`src/hw/rtl/pmpenc_pkg.sv`:
```
package pmpenc_pkg;

    // Defaults for the top-level parameters
    localparam int SLOTS_DEF      = 16;
    localparam int ADDR_WIDTH_DEF = 32;

    // Configuration port
    localparam int PADDR_W = 4;
    localparam int PDATA_W = 32;

    typedef enum logic [1:0] {
        REG_SLOT_LIMIT     = 2'd0,
        REG_BASE_INDEX     = 2'd1,
        REG_BASE_LAST_ADDR = 2'd2,
        REG_UNUSED         = 2'd3
    } reg_idx_t;

    localparam logic [4:0]  SLOT_LIMIT_RST     = 5'd16;
    localparam logic [4:0]  BASE_INDEX_RST     = 5'd0;
    localparam logic [31:0] BASE_LAST_ADDR_RST = 32'd0;

    // pmpcfg A field codes
    localparam logic [7:0] A_OFF   = 8'h00;
    localparam logic [7:0] A_TOR   = 8'h08;
    localparam logic [7:0] A_NA4   = 8'h10;
    localparam logic [7:0] A_NAPOT = 8'h18;

    typedef struct packed {
        logic        mode;
        logic [7:0]  perm;
        logic [31:0] region_start;
        logic [31:0] region_size;
    } in_item_t;

    typedef struct packed {
        logic        written;
        logic [3:0]  slot;
        logic [29:0] addr_word;
        logic [7:0]  cfg_byte;
        logic        error;
        logic [4:0]  end_index;
        logic        last;
    } out_item_t;

    typedef struct packed {
        logic [4:0]  slot_limit;
        logic [4:0]  base_index;
        logic [31:0] base_last_addr;
    } cfg_t;

    // Allocator state as kept between items
    typedef struct packed {
        logic [4:0]  next_slot;
        logic [31:0] prev_addr_word;
    } alloc_t;

endpackage

```
`src/hw/rtl/pmp_region_entry_encoder_unit.sv`:
```
// Channel   | Ports                                  | Beat
// ----------+----------------------------------------+-----------------------------
// input     | s_valid, s_ready, s_data (in_item_t)   | restart or one region
// result    | m_valid, m_ready, m_data (out_item_t)  | one slot write or status
// config    | psel, penable, pwrite, paddr, pwdata,  | slot_limit, base_index,
//           | prdata, pready                         | base_last_addr at 0x0/0x4/0x8
//
// An input beat lands in an input register; encoding runs in one pass from there
// into the result register. One result per cycle while m_ready keeps it drained; a
// split OFF+TOR region gives two results in turn through the single result register.
// Reset (aresetn, synchronous, active low) empties both registers and clears the
// allocator. Input accepts while the input register is empty or its beat retires in
// this cycle; a waiting result stalls input only while a beat also sits in it.
module pmp_region_entry_encoder_unit
    import pmpenc_pkg::*;
#(
    parameter int SLOTS      = SLOTS_DEF,
    parameter int ADDR_WIDTH = ADDR_WIDTH_DEF
) (
    input  logic                 aclk,
    input  logic                 aresetn,
    input  logic                 s_valid,
    output logic                 s_ready,
    input  in_item_t             s_data,
    output logic                 m_valid,
    input  logic                 m_ready,
    output out_item_t            m_data,
    input  logic                 psel,
    input  logic                 penable,
    input  logic                 pwrite,
    input  logic [PADDR_W-1:0]   paddr,
    input  logic [PDATA_W-1:0]   pwdata,
    output logic [PDATA_W-1:0]   prdata,
    output logic                 pready
);

    cfg_t       cfg;

    in_item_t   in_reg;
    in_item_t   in_next;
    logic       in_valid_reg;
    logic       in_valid_next;
    logic       phase_reg;
    logic       phase_next;
    logic       m_valid_reg;
    logic       m_valid_next;
    out_item_t  m_data_reg;
    out_item_t  m_data_next;
    alloc_t     alloc_reg;
    alloc_t     alloc_next;

    out_item_t  res0;
    out_item_t  res1;
    logic       two;
    alloc_t     upd;
    logic       load;
    logic       retire;
    logic       s_take;

    pmpenc_regs u_regs (
        .aclk    (aclk),
        .aresetn (aresetn),
        .psel    (psel),
        .penable (penable),
        .pwrite  (pwrite),
        .paddr   (paddr),
        .pwdata  (pwdata),
        .prdata  (prdata),
        .pready  (pready),
        .cfg     (cfg)
    );

    pmpenc_core #(
        .SLOTS      (SLOTS),
        .ADDR_WIDTH (ADDR_WIDTH)
    ) u_core (
        .item (in_reg),
        .cfg  (cfg),
        .cur  (alloc_reg),
        .res0 (res0),
        .res1 (res1),
        .two  (two),
        .upd  (upd)
    );

    // Load the result register when a beat is held and the register is empty or being drained
    assign load    = in_valid_reg && (!m_valid_reg || m_ready);
    // The beat retires once its final result is loaded
    assign retire  = load && (phase_reg || !two);
    assign s_ready = !in_valid_reg || retire;
    assign s_take  = s_valid && s_ready;
    assign m_valid = m_valid_reg;
    assign m_data  = m_data_reg;

    always_comb begin
        in_next       = in_reg;
        in_valid_next = in_valid_reg;
        phase_next    = phase_reg;
        m_valid_next  = m_valid_reg;
        m_data_next   = m_data_reg;
        alloc_next    = alloc_reg;

        // drop the result once taken
        if (m_valid_reg && m_ready) begin
            m_valid_next = 1'b0;
        end

        if (load) begin
            m_valid_next = 1'b1;
            m_data_next  = phase_reg ? res1 : res0;
            phase_next   = !retire;
        end

        // advance the allocator only when the whole beat is out
        if (retire) begin
            alloc_next    = upd;
            in_valid_next = 1'b0;
        end

        if (s_take) begin
            in_next       = s_data;
            in_valid_next = 1'b1;
        end
    end

    always_ff @(posedge aclk) begin
        if (!aresetn) begin
            in_valid_reg <= 1'b0;
            phase_reg    <= 1'b0;
            m_valid_reg  <= 1'b0;
            alloc_reg    <= '0;
        end else begin
            in_valid_reg <= in_valid_next;
            phase_reg    <= phase_next;
            m_valid_reg  <= m_valid_next;
            alloc_reg    <= alloc_next;
        end
        in_reg     <= in_next;
        m_data_reg <= m_data_next;
    end

endmodule

```
`src/hw/rtl/pmpenc_regs.sv`:
```
module pmpenc_regs
    import pmpenc_pkg::*;
(
    input  logic                 aclk,
    input  logic                 aresetn,
    input  logic                 psel,
    input  logic                 penable,
    input  logic                 pwrite,
    input  logic [PADDR_W-1:0]   paddr,
    input  logic [PDATA_W-1:0]   pwdata,
    output logic [PDATA_W-1:0]   prdata,
    output logic                 pready,
    output cfg_t                 cfg
);

    cfg_t       cfg_reg;
    cfg_t       cfg_next;
    reg_idx_t   idx;
    logic       wr_en;

    assign idx    = reg_idx_t'(paddr[3:2]);
    assign wr_en  = psel && penable && pwrite;
    assign pready = 1'b1;
    assign cfg    = cfg_reg;

    always_comb begin
        cfg_next = cfg_reg;
        if (wr_en) begin
            unique case (idx)
                REG_SLOT_LIMIT:     cfg_next.slot_limit     = pwdata[4:0];
                REG_BASE_INDEX:     cfg_next.base_index     = pwdata[4:0];
                REG_BASE_LAST_ADDR: cfg_next.base_last_addr = pwdata[31:0];
                default:            cfg_next = cfg_reg;
            endcase
        end
    end

    always_comb begin
        unique case (idx)
            REG_SLOT_LIMIT:     prdata = {27'd0, cfg_reg.slot_limit};
            REG_BASE_INDEX:     prdata = {27'd0, cfg_reg.base_index};
            REG_BASE_LAST_ADDR: prdata = cfg_reg.base_last_addr;
            default:            prdata = '0;
        endcase
    end

    always_ff @(posedge aclk) begin
        if (!aresetn) begin
            cfg_reg.slot_limit     <= SLOT_LIMIT_RST;
            cfg_reg.base_index     <= BASE_INDEX_RST;
            cfg_reg.base_last_addr <= BASE_LAST_ADDR_RST;
        end else begin
            cfg_reg <= cfg_next;
        end
    end

endmodule

```
`src/hw/rtl/pmpenc_core.sv`:
```
module pmpenc_core
    import pmpenc_pkg::*;
#(
    parameter int SLOTS      = SLOTS_DEF,
    parameter int ADDR_WIDTH = ADDR_WIDTH_DEF
) (
    input  in_item_t  item,
    input  cfg_t      cfg,
    input  alloc_t    cur,
    output out_item_t res0,
    output out_item_t res1,
    output logic      two,
    output alloc_t    upd
);

    localparam int AW = ADDR_WIDTH;

    // Byte address to 32-bit pmpaddr-style word
    function automatic logic [31:0] word32(input logic [AW-1:0] v);
        logic [AW+1:0] ext;
        ext = {2'b00, v} >> 2;
        return ext[31:0];
    endfunction

    logic [AW-1:0] start_a;
    logic [AW-1:0] size_a;
    logic [AW-1:0] sm1;
    logic [31:0]   end_word;
    logic [31:0]   start_word;
    logic [31:0]   napot_word;
    logic [4:0]    limit;
    logic [4:0]    idx;
    logic [4:0]    idx_p1;
    logic [4:0]    idx_p2;
    logic          tor_ok;
    logic          napot_ok;
    logic          full;
    logic          full2;
    logic [7:0]    napot_a;

    assign start_a    = AW'(item.region_start);
    assign size_a     = AW'(item.region_size);
    assign sm1        = size_a - AW'(1);
    assign end_word   = word32(start_a + size_a);
    assign start_word = {2'b00, item.region_start[31:2]};
    assign napot_word = word32(start_a | (sm1 >> 1));
    assign napot_a    = (item.region_size == 32'd4) ? A_NA4 : A_NAPOT;

    // Clamp the programmed limit to the table depth
    assign limit  = ({2'b00, cfg.slot_limit} < 7'(SLOTS)) ? cfg.slot_limit : 5'(SLOTS);
    assign idx    = cur.next_slot;
    assign idx_p1 = idx + 5'd1;
    assign idx_p2 = idx + 5'd2;
    assign full   = (idx >= limit);
    assign full2  = ({1'b0, idx} + 6'd1 >= {1'b0, limit});

    assign tor_ok   = ((idx == 5'd0) && (item.region_start == 32'd0)) ||
                      ((idx != 5'd0) && (cur.prev_addr_word == start_word));
    assign napot_ok = ((size_a & sm1) == '0) && ((start_a & sm1) == '0);

    always_comb begin
        res0 = '0;
        res1 = '0;
        two  = 1'b0;
        upd  = cur;
        res0.last = 1'b1;
        res0.end_index = idx;
        priority if (item.mode) begin
            res0.end_index     = cfg.base_index;
            upd.next_slot      = cfg.base_index;
            upd.prev_addr_word = cfg.base_last_addr;
        end else if (full) begin
            res0.error = 1'b1;
        end else if (tor_ok) begin
            res0.written       = 1'b1;
            res0.slot          = idx[3:0];
            res0.addr_word     = end_word[29:0];
            res0.cfg_byte      = item.perm | A_TOR;
            res0.end_index     = idx_p1;
            upd.next_slot      = idx_p1;
            upd.prev_addr_word = end_word;
        end else if (napot_ok) begin
            res0.written       = 1'b1;
            res0.slot          = idx[3:0];
            res0.addr_word     = napot_word[29:0];
            res0.cfg_byte      = item.perm | napot_a;
            res0.end_index     = idx_p1;
            upd.next_slot      = idx_p1;
            upd.prev_addr_word = napot_word;
        end else if (full2) begin
            res0.error = 1'b1;
        end else begin
            // OFF entry marks the start, TOR entry closes the region
            two                = 1'b1;
            res0.written       = 1'b1;
            res0.slot          = idx[3:0];
            res0.addr_word     = start_word[29:0];
            res0.cfg_byte      = A_OFF;
            res0.end_index     = idx_p1;
            res0.last          = 1'b0;
            res1.written       = 1'b1;
            res1.slot          = idx_p1[3:0];
            res1.addr_word     = end_word[29:0];
            res1.cfg_byte      = item.perm | A_TOR;
            res1.end_index     = idx_p2;
            res1.last          = 1'b1;
            upd.next_slot      = idx_p2;
            upd.prev_addr_word = end_word;
        end
    end

endmodule
```
`config.mk`:
```
export PLATFORM = sky130hd
export DESIGN_NAME = pmp_region_entry_encoder_unit
export DESIGN_NICKNAME = d
export VERILOG_FILES = /design/src/hw/rtl/pmpenc_pkg.sv /design/src/hw/rtl/pmp_region_entry_encoder_unit.sv /design/src/hw/rtl/pmpenc_regs.sv /design/src/hw/rtl/pmpenc_core.sv
export SDC_FILE = /design/constraint.sdc
export NUM_CORES = 1
export LEC_CHECK = 0
export ABC_AREA = 0
export BUFFER_PORTS_ARGS = -buffer_cell sky130_fd_sc_hd__buf_2
export CAP_MARGIN = 25
export CELL_PAD_IN_SITES_DETAIL_PLACEMENT = 1
export CELL_PAD_IN_SITES_GLOBAL_PLACEMENT = 1
export CORE_MARGIN = 1
export CORE_UTILIZATION = 47
export CTS_BUF_LIST = sky130_fd_sc_hd__clkbuf_16
export CTS_CLUSTER_SIZE = 28
export DETAILED_ROUTE_END_ITERATION = 7
export GPL_ROUTABILITY_DRIVEN = 0
export PLACE_DENSITY = 0.95
export SLEW_MARGIN = 40
export SYNTH_ARGS = -nofsm -noshare
export SYNTH_HDL_FRONTEND = slang
export SYNTH_SLANG_ARGS = --single-unit
```
`constraint.sdc`:
```
create_clock -name aclk -period 11.2 [get_ports aclk]
set_input_delay 0.56 -clock aclk [delete_from_list [all_inputs] [get_ports aclk]]
set_output_delay 0.56 -clock aclk [all_outputs]
set_load 0.005 [all_outputs]
```
==> out/qor.yml, run 1 <==
grt_pass1_wl_mm: 70.5
grt_usage: 0.347
ant_nets: 0
wl_per_cell_um: 26.0
synth_warnings: 0
crit_fanout: 12
area_growth_pct: 16.0
fin_nets: 1639
post_cts_resized: 0
highest_layer: "met4"
cts_setup_buffers: 0
power_density_nw_per_um2: 142
cts_buffers: 24
layout_common_cells: "buf_2, nand2_1, edfxtp_1"
clk_latency_ns: 0.54
synth_top_area_frac: 0.303
hold_buffers: 0
clkSinkCount: 205
yosys.area.top_type: "edfxtp_1"
drive_gt1_frac: 0.202
final_max_slew_viol_count: 0
place_hpwl_mm: 32.1
wl_met2_mm: 22.2
synthCells: 1276
wl_met1_mm: 16.8
largest_reg_flops: 73
synthTopCellsByArea: "edfxtp_1, dfxtp_1, ha_1, nand2_1, a21oi_1"
syn_nets: 1469
layout_commonest_cell: "buf_2"
viasPerCell: 6.58
hp-class: "input port to flop"
grt_pass1_vias: 12300
core.rowCount: 58
antenna_found_initial: 0
die_h_um: 163
startpoint_type: "flop"
synth_edf_count: 123
final_hold_viol_count: 0
die_w_um: 163
crit_type: "flop to output port"
drt_iter0_markers: 1375
clock-skew-final_ns: 0.0119
synth_ff_type: "edfxtp_1"
start_util: 0.482
arrival_ns: 5.87
tightestPinTransition_ns: 0.981
crit_required_ns: 10.64
period_minus_slack_ns: 6.43
dieArea_um2: 26600
met3_length_mm: 4.19
fillers: 2888
synthesis.area_um2: 12200
pin_count: 201
numPortBuffers: 197
dr.pass1.iters: 5
cts_root_buf: "clkbuf_16"
max_slew_margin: 0.336
ir_drop_v: 0.000109
status: "completed"
synth_cell_type_count: 87
core_area_um2: 25300
grt_max_degree: 72
clk_path_buf_depth: 3
p_total_mw: 2.00
setup_violations: 0
yosysSeqAreaShare: 0.437
cts.clk_slew.worst_paths_ns: 0.06
max-cap-violations: 0
fin_crit_sh: 0.574
syn_avg_cell_area_um2: 9.57
vias: 11800
yosys_register_bits: 205
rsz0062_at_grt: "no"
antenna_cells: 0
grt_overflow: 0
clock.fmax_mhz: 155
synth_async_sr_flop_share: 0
cts_tree: "yes"
setup_tns_ns: 0
htreeDepth: 1
drcViolationCount: 0
wl_mm: 46.6
endpoint_kind: "output port"
power.leakage_nw: 5.67
## where the power goes
group	switching (mW)	internal [mW]
clock	0.338	0.397
sequential	0.0515	0.850
combinational	0.231	0.137
total	0.620	1.38
## metal layers
layer / vias up / GRT usage
li1: 5039 / -
met2: 822 / 0.585
met1: 5679 / 0.395
met5: - / 0
met3: 269 / 0.0736
met4: 0 / 0.232
## critical path: stages (launching register included)
cell and delay [ns]:
edfxtp_1 0.52, or3_1 0.43, nor2_1 0.15, nand2_1 0.11, or3_1 0.40, or3_1 0.39, nor3_2 0.31, and2_1 0.30
nand2b_1 0.09, ha_1 0.20, nor4_1 0.34, nand4_1 0.16, nor4_1 0.57, and3_4 0.36, nor3_2 0.13, nand2_1 0.21
nor2_1 0.10, o21ai_0 0.36, buf_2 0.19
## synth_stat cells, types with 6 or more instances
library cell	instances
a31oi_1	18
o22ai_1	34
o2111ai_1	7
o21bai_1	6
a22oi_1	11
nand2b_1	26
xor2_1	46
a211oi_1	11
nor3_1	15
nand4_1	11
a21oi_1	107
nor2b_1	11
and2_1	40
nor4_1	29
buf_2	16
o311ai_0	7
o21ai_0	55
a21o_1	12
o21a_1	6
mux2i_1	23
edfxtp_1	123
clkbuf_1	39
xnor2_1	22
and3_1	8
buf_6	7
ha_1	77
nor2_1	69
dfxtp_1	82
nand2_1	153
nor3b_1	6
o211ai_1	12
inv_1	43
nand3_1	23
or3_1	23
## worst paths after layout
kind | slack, ns | cells past startpoint | to | startpoint
max | 4.77 | 18 | s_ready | in_reg[0]
min | 0.20 | 1 | in_reg[57] | s_data[57]
max reg2reg | 4.80 | 19 | in_reg[28] | in_reg[0]
min reg2reg | 0.48 | 2 | u_regs.cfg[18] | u_regs.cfg[18]
## through the flow
stage          setup slack, ns  hold slack (ns)  area (um^2)   util  std cells
2_1_floorplan             5.07            0.435        12200      -       1276
3_5_place_dp              5.02            0.467        13400  0.528       1749
5_1_grt                   4.52            0.189        14200  0.559       1794
6_report                  4.77            0.200        14200  0.559       1794
4_1_cts                   4.69            0.190        14100  0.557       1793
3_3_place_gp              5.28            0.449        13400  0.528       1749
## cell families after synthesis
kind of cell | Yosys count | share of synthesized area
XOR/XNOR | 68 | 0.0488
buffers and inverters | 113 | 0.0419
multiplexers | 23 | 0.0189
AO/OA/AOI/OAI | 339 | 0.181
other | 1 | 0.000307
flip-flops | 205 | 0.437
adder cells (fa/ha/maj) | 77 | 0.0789
AND/OR/NAND/NOR | 450 | 0.193
## cell type report
class	count	area [um^2]	share of cell area
Multi-Input combinational cell	958	6400	0.452
Inverter	46	173	0.0122
Clock inverter	20	130	0.00919
Tap cell	330	413	0.0292
Sequential cell	205	5340	0.377
Clock buffer	24	601	0.0424
Timing Repair Buffer	211	1110	0.0782
(Power assumes the default switching activity.)
==> run 2, diff against run 1 <==
Settings changed: CORE_UTILIZATION 47 to 40, PLACE_DENSITY 0.95 to 0.87.
Clock period 11.2 ns to 5.25 ns, I/O delays scaled along.
==> out/qor.yml, run 2 (synthesis gave the netlist of run 1 again) <==
wl_met1_mm: 17.9
numPortBuffers: 197
fin_crit_sh: 0.980
hp-class: "input port to flop"
max-cap-violations: 0
endpoint_kind: "flop"
cts_buffers: 24
crit_fanout: 31
core.rowCount: 63
dieArea_um2: 31200
period_minus_slack_ns: 5.14
arrival_ns: 5.48
ant_nets: 0
p_total_mw: 4.47
crit_required_ns: 5.59
fin_area_um2: 15700
ir_drop_v: 0.000320
met3_length_mm: 3.46
dr.pass1.iters: 6
grt_pass1_wl_mm: 70.9
clkSinkCount: 205
wl_met2_mm: 22.6
drt_iter0_markers: 1181
clock.fmax_mhz: 194
power_density_nw_per_um2: 285
grt_pass1_vias: 12400
core_area_um2: 29800
clk_path_buf_depth: 3
rsz0062_at_grt: "yes"
crit_type: "flop to flop"
power.leakage_nw: 6.32
fillers: 3390
wl_per_cell_um: 23.6
fin_cells: 1987
setup_violations: 0
final_max_slew_viol_count: 0
cts.clk_slew.worst_paths_ns: 0.07
highest_layer: "met5"
grt_usage: 0.297
die_h_um: 177
tightestPinTransition_ns: 0.747
layout_common_cells: "buf_2, nand2_1, edfxtp_1"
startpoint_type: "flop"
viasPerCell: 5.95
drcViolationCount: 0
cp_cell_sequence: "or4_4 -> or3_1 -> or3_4 -> nor3_4 -> buf_4 -> and2_2 -> nand2b_1 -> ha_1 -> nand2b_1 -> o2111ai_1 -> nor4_2 -> and3_4 -> buf_4 -> or3_1 -> nor3_4 -> o21ai_2 -> buf_12 -> a21o_1 -> o22ai_2"
vias: 11800
final_hold_viol_count: 0
fin_nets: 1770
htreeDepth: 1
largest_reg_flops: 73
start_util: 0.410
status: "completed"
drive_gt1_frac: 0.209
clk_latency_ns: 0.54
dp_cells: 1832
grt_max_degree: 58
antenna_found_initial: 3
pin_count: 201
layout_commonest_cell: "buf_2"
die_w_um: 177
cts_tree: "yes"
clock-skew-final_ns: 0.0165
cts_root_buf: "clkbuf_16"
wl_mm: 46.9
max_slew_margin: 0.497
dpl_cell_area_um2: 13700
place_hpwl_mm: 32.2
grt_overflow: 0
cpPeakStageDelay_ns: 0.55
cp_slowest_cell: "or4_4"
area_growth_pct: 28.4
## run 2: cell count changes in the layout (fill, tap and decap cells not counted), moves of 4 or more
cell | previous run | this run
inv_1 | 44 | 48
dlygate4sd3_1 | 0 | 101
buf_12 | 1 | 7
clkinv_2 | 6 | 2
nor4_1 | 29 | 25
buf_4 | 12 | 36
## run 2: final timing paths
check	startpoint	endpoint	slack, ns	cells after the start
max	in_reg[10]	m_data[42]	0.11	19
min	pwdata[26]	u_regs.cfg[26]	0.009	3
max reg2reg	in_reg[10]	m_data[42]	0.11	19
min reg2reg	u_regs.cfg[18]	u_regs.cfg[18]	0.47	2
## run 2: worst max-delay path: cells and delay by family (launching register included)
| family | cells | cell delay (ns) |
|---|---|---|
| buffers and inverters | 3 | 0.52 |
| DFF | 1 | 0.49 |
| adders and majority gates | 1 | 0.33 |
| and+or+nand+nor | 11 | 2.90 |
| AOI/OAI and AO/OA | 4 | 0.70 |
## run 2: cell type report
| cell class | instances | area [um^2] | share of cell area |
|---|---|---|---|
| timing repair buffer | 342 | 2420 | 0.154 |
| sequential | 205 | 5340 | 0.340 |
| clock inverter | 17 | 111 | 0.00710 |
| multi-input combinational | 958 | 6470 | 0.413 |
| clock buffer | 27 | 676 | 0.0431 |
| tap | 390 | 488 | 0.0311 |
| inverter | 46 | 173 | 0.0110 |
| antenna | 2 | 5.00 | 0.000319 |
## run 2: report_power, final
part | leakage [nW] | total, mW | internal, mW | switching [mW]
clock | 0.402 | 1.68 | 0.971 | 0.714
combinational | 4.07 | 0.867 | 0.364 | 0.502
sequential | 1.85 | 1.92 | 1.81 | 0.106
## run 2: metrics by stage
stage                     TNS [ns]  setup slack, ns  hold slack, ns  utilization
after global placement           0            0.158           0.441        0.460
after floorplan                  0            0.265           0.361            -
final                            0            0.106         0.00914        0.526
after global routing       -0.0554          -0.0499          0.0137        0.526
after CTS                  -0.0286          -0.0286        0.000208        0.522
after detailed placement    -0.261          -0.0123           0.441        0.460
## run 2: metal layers
metal	vias up	GRT usage
met2	618	0.506
met1	5695	0.349
met4	2	0.177
li1	5309	-
met5	-	0
met3	199	0.0507
## run 2: timing repair
item | CTS | global route
hold buffers | 101 | 0
cloned | 0 | 0
setup endpoints to repair | 71 | 148
gates resized for setup | 3 | 15
pin swaps | 0 | 5
endpoints found under the hold margin | 101 | 0
setup buffers | 3 | 3
==> run 3, diff against run 2 <==
Settings changed: CELL_PAD_IN_SITES_DETAIL_PLACEMENT 1 to unset, CELL_PAD_IN_SITES_GLOBAL_PLACEMENT 1 to unset, CORE_UTILIZATION 40 to 52, PLACE_DENSITY 0.87 to 0.86.
==> out/qor.yml, run 3 (synthesis gave the netlist of run 1 again) <==
cp_cell_sequence: "or4_1 -> or3_1 -> or3_1 -> nor3_2 -> buf_4 -> inv_2 -> or3_1 -> ha_1 -> nand2b_1 -> o2111ai_1 -> nor4_2 -> and3_4 -> nor3_2 -> nand2_1 -> nor2_2 -> o21ai_2 -> buf_4 -> buf_2"
drive_gt1_frac: 0.206
cts.clk_slew.worst_paths_ns: 0.06
final_core_util: 0.674
hp-class: "input port to flop"
dp_cells: 1758
crit_required_ns: 4.99
multi_input_area_um2: 6450
numPortBuffers: 197
htreeDepth: 1
cp_slowest_cell: "or4_1"
crit_type: "flop to output port"
clock.fmax_mhz: 193
whs_ns: 0.0303
core.rowCount: 55
fin_crit_sh: 0.986
fin_cells: 1905
clk_path_buf_depth: 3
power_density_nw_per_um2: 273
cpPeakStageDelay_ns: 0.58
clk_latency_ns: 0.51
period_minus_slack_ns: 5.18
cts_tree: "yes"
layout_commonest_cell: "buf_2"
core_area_um2: 22800
pin_count: 201
die_w_um: 155
die_h_um: 155
drcViolationCount: 0
arrival_ns: 4.91
grt_pass1_vias: 11400
ir_drop_v: 0.000211
wl_per_cell_um: 20.8
clock-skew-final_ns: 0.0108
dieArea_um2: 24100
max-cap-violations: 0
critPathTopFamily: "simple AND/OR/NAND/NOR gates"
start_util: 0.534
dpl_cell_area_um2: 13600
wl_mm: 39.7
place_hpwl_mm: 26.5
layout_common_cells: "buf_2, nand2_1, edfxtp_1"
viasPerCell: 6.31
status: "completed"
power.leakage_nw: 6.25
grt_pass1_wl_mm: 60.8
critPathBufInv: 4
seqCellArea_um2: 5340
fillers: 1639
endpoint_kind: "output port"
fin_ws_ns: 0.0747
tightestPinTransition_ns: 0.896
cts_buffers: 22
clkSinkCount: 205
final_max_slew_viol_count: 0
grt_overflow: 0
drt_iter0_markers: 1692
grt_max_degree: 58
startpoint_type: "flop"
cp_common_cell: "or3_1"
cts_root_buf: "clkbuf_16"
dr.pass1.iters: 6
crit_fanout: 4
fin_nets: 1769
setup_violations: 0
place_ws_ns: 0.153
vias: 12000
grt_usage: 0.324
final_hold_viol_count: 0
area_growth_pct: 26.1
antenna_found_initial: 1
largest_reg_flops: 73
antenna_cells: 0
ant_nets: 0
fin_area_um2: 15400
max_slew_margin: 0.403
## run 3: changes by cell type in the layout (fill, tap and decap cells not counted), sizes merged
cell / before / now
buf: 241 / 243
clkbuf: 27 / 23
clkinv: 6 / 9
clkinvlp: 3 / 1
diode: 2 / 0
dlygate4sd3: 101 / 100
inv: 53 / 52
## run 3: worst min-delay path: stages
cell and delay (ns):
buf_2 0.10, nand2_1 0.06, a21oi_1 0.06
## run 3: repair_timing
item                                    CTS  global route
pin swaps                                 0             5
setup buffers                             1             6
endpoints found under the setup margin    1           108
gates cloned                              0             0
endpoints found under the hold margin   100             0
hold buffers                            100             0
gates resized for setup                   2            12
## run 3: final cells by class
class / count / share of cell area
clock buffer: 23 / 0.0374
sequential: 205 / 0.346
clock inverter: 17 / 0.00691
tap: 313 / 0.0254
inverter: 46 / 0.0112
multi-input combinational: 958 / 0.419
timing repair buffer: 343 / 0.154
## run 3: metrics by stage
step | total power, mW | setup TNS [ns]
after floorplan | 2.38 | 0
after global placement | 2.63 | 0
after detailed placement | 2.65 | 0
after CTS | 4.16 | 0
after global routing | 4.35 | -0.0794
final | 4.21 | 0
## run 3: routing by layer
layer	wire (um)	share of wire	track usage
met1	14500	0.36	0.395
met2	18400	0.46	0.540
met3	4250	0.11	0.0574
met4	2580	0.065	0.193
met5	13	0.00033	0
## run 3: power breakdown
part           switching (mW)  total [mW]  internal, mW
Sequential              0.102        1.92          1.81
Combinational           0.464       0.821         0.357
Clock                   0.630        1.47         0.841
Total                    1.20        4.21          3.01
## run 3: final timing paths
kind | from | to | slack [ns] | depth (start not counted)
worst min-delay path | pwdata[31] | u_regs.cfg[31] | 0.03 | 3
worst max-delay path | in_reg[9] | s_ready | 0.07 | 18
worst max register to register | in_reg[9] | m_data[44] | 0.17 | 18
worst min register to register | u_regs.cfg[18] | u_regs.cfg[18] | 0.47 | 2
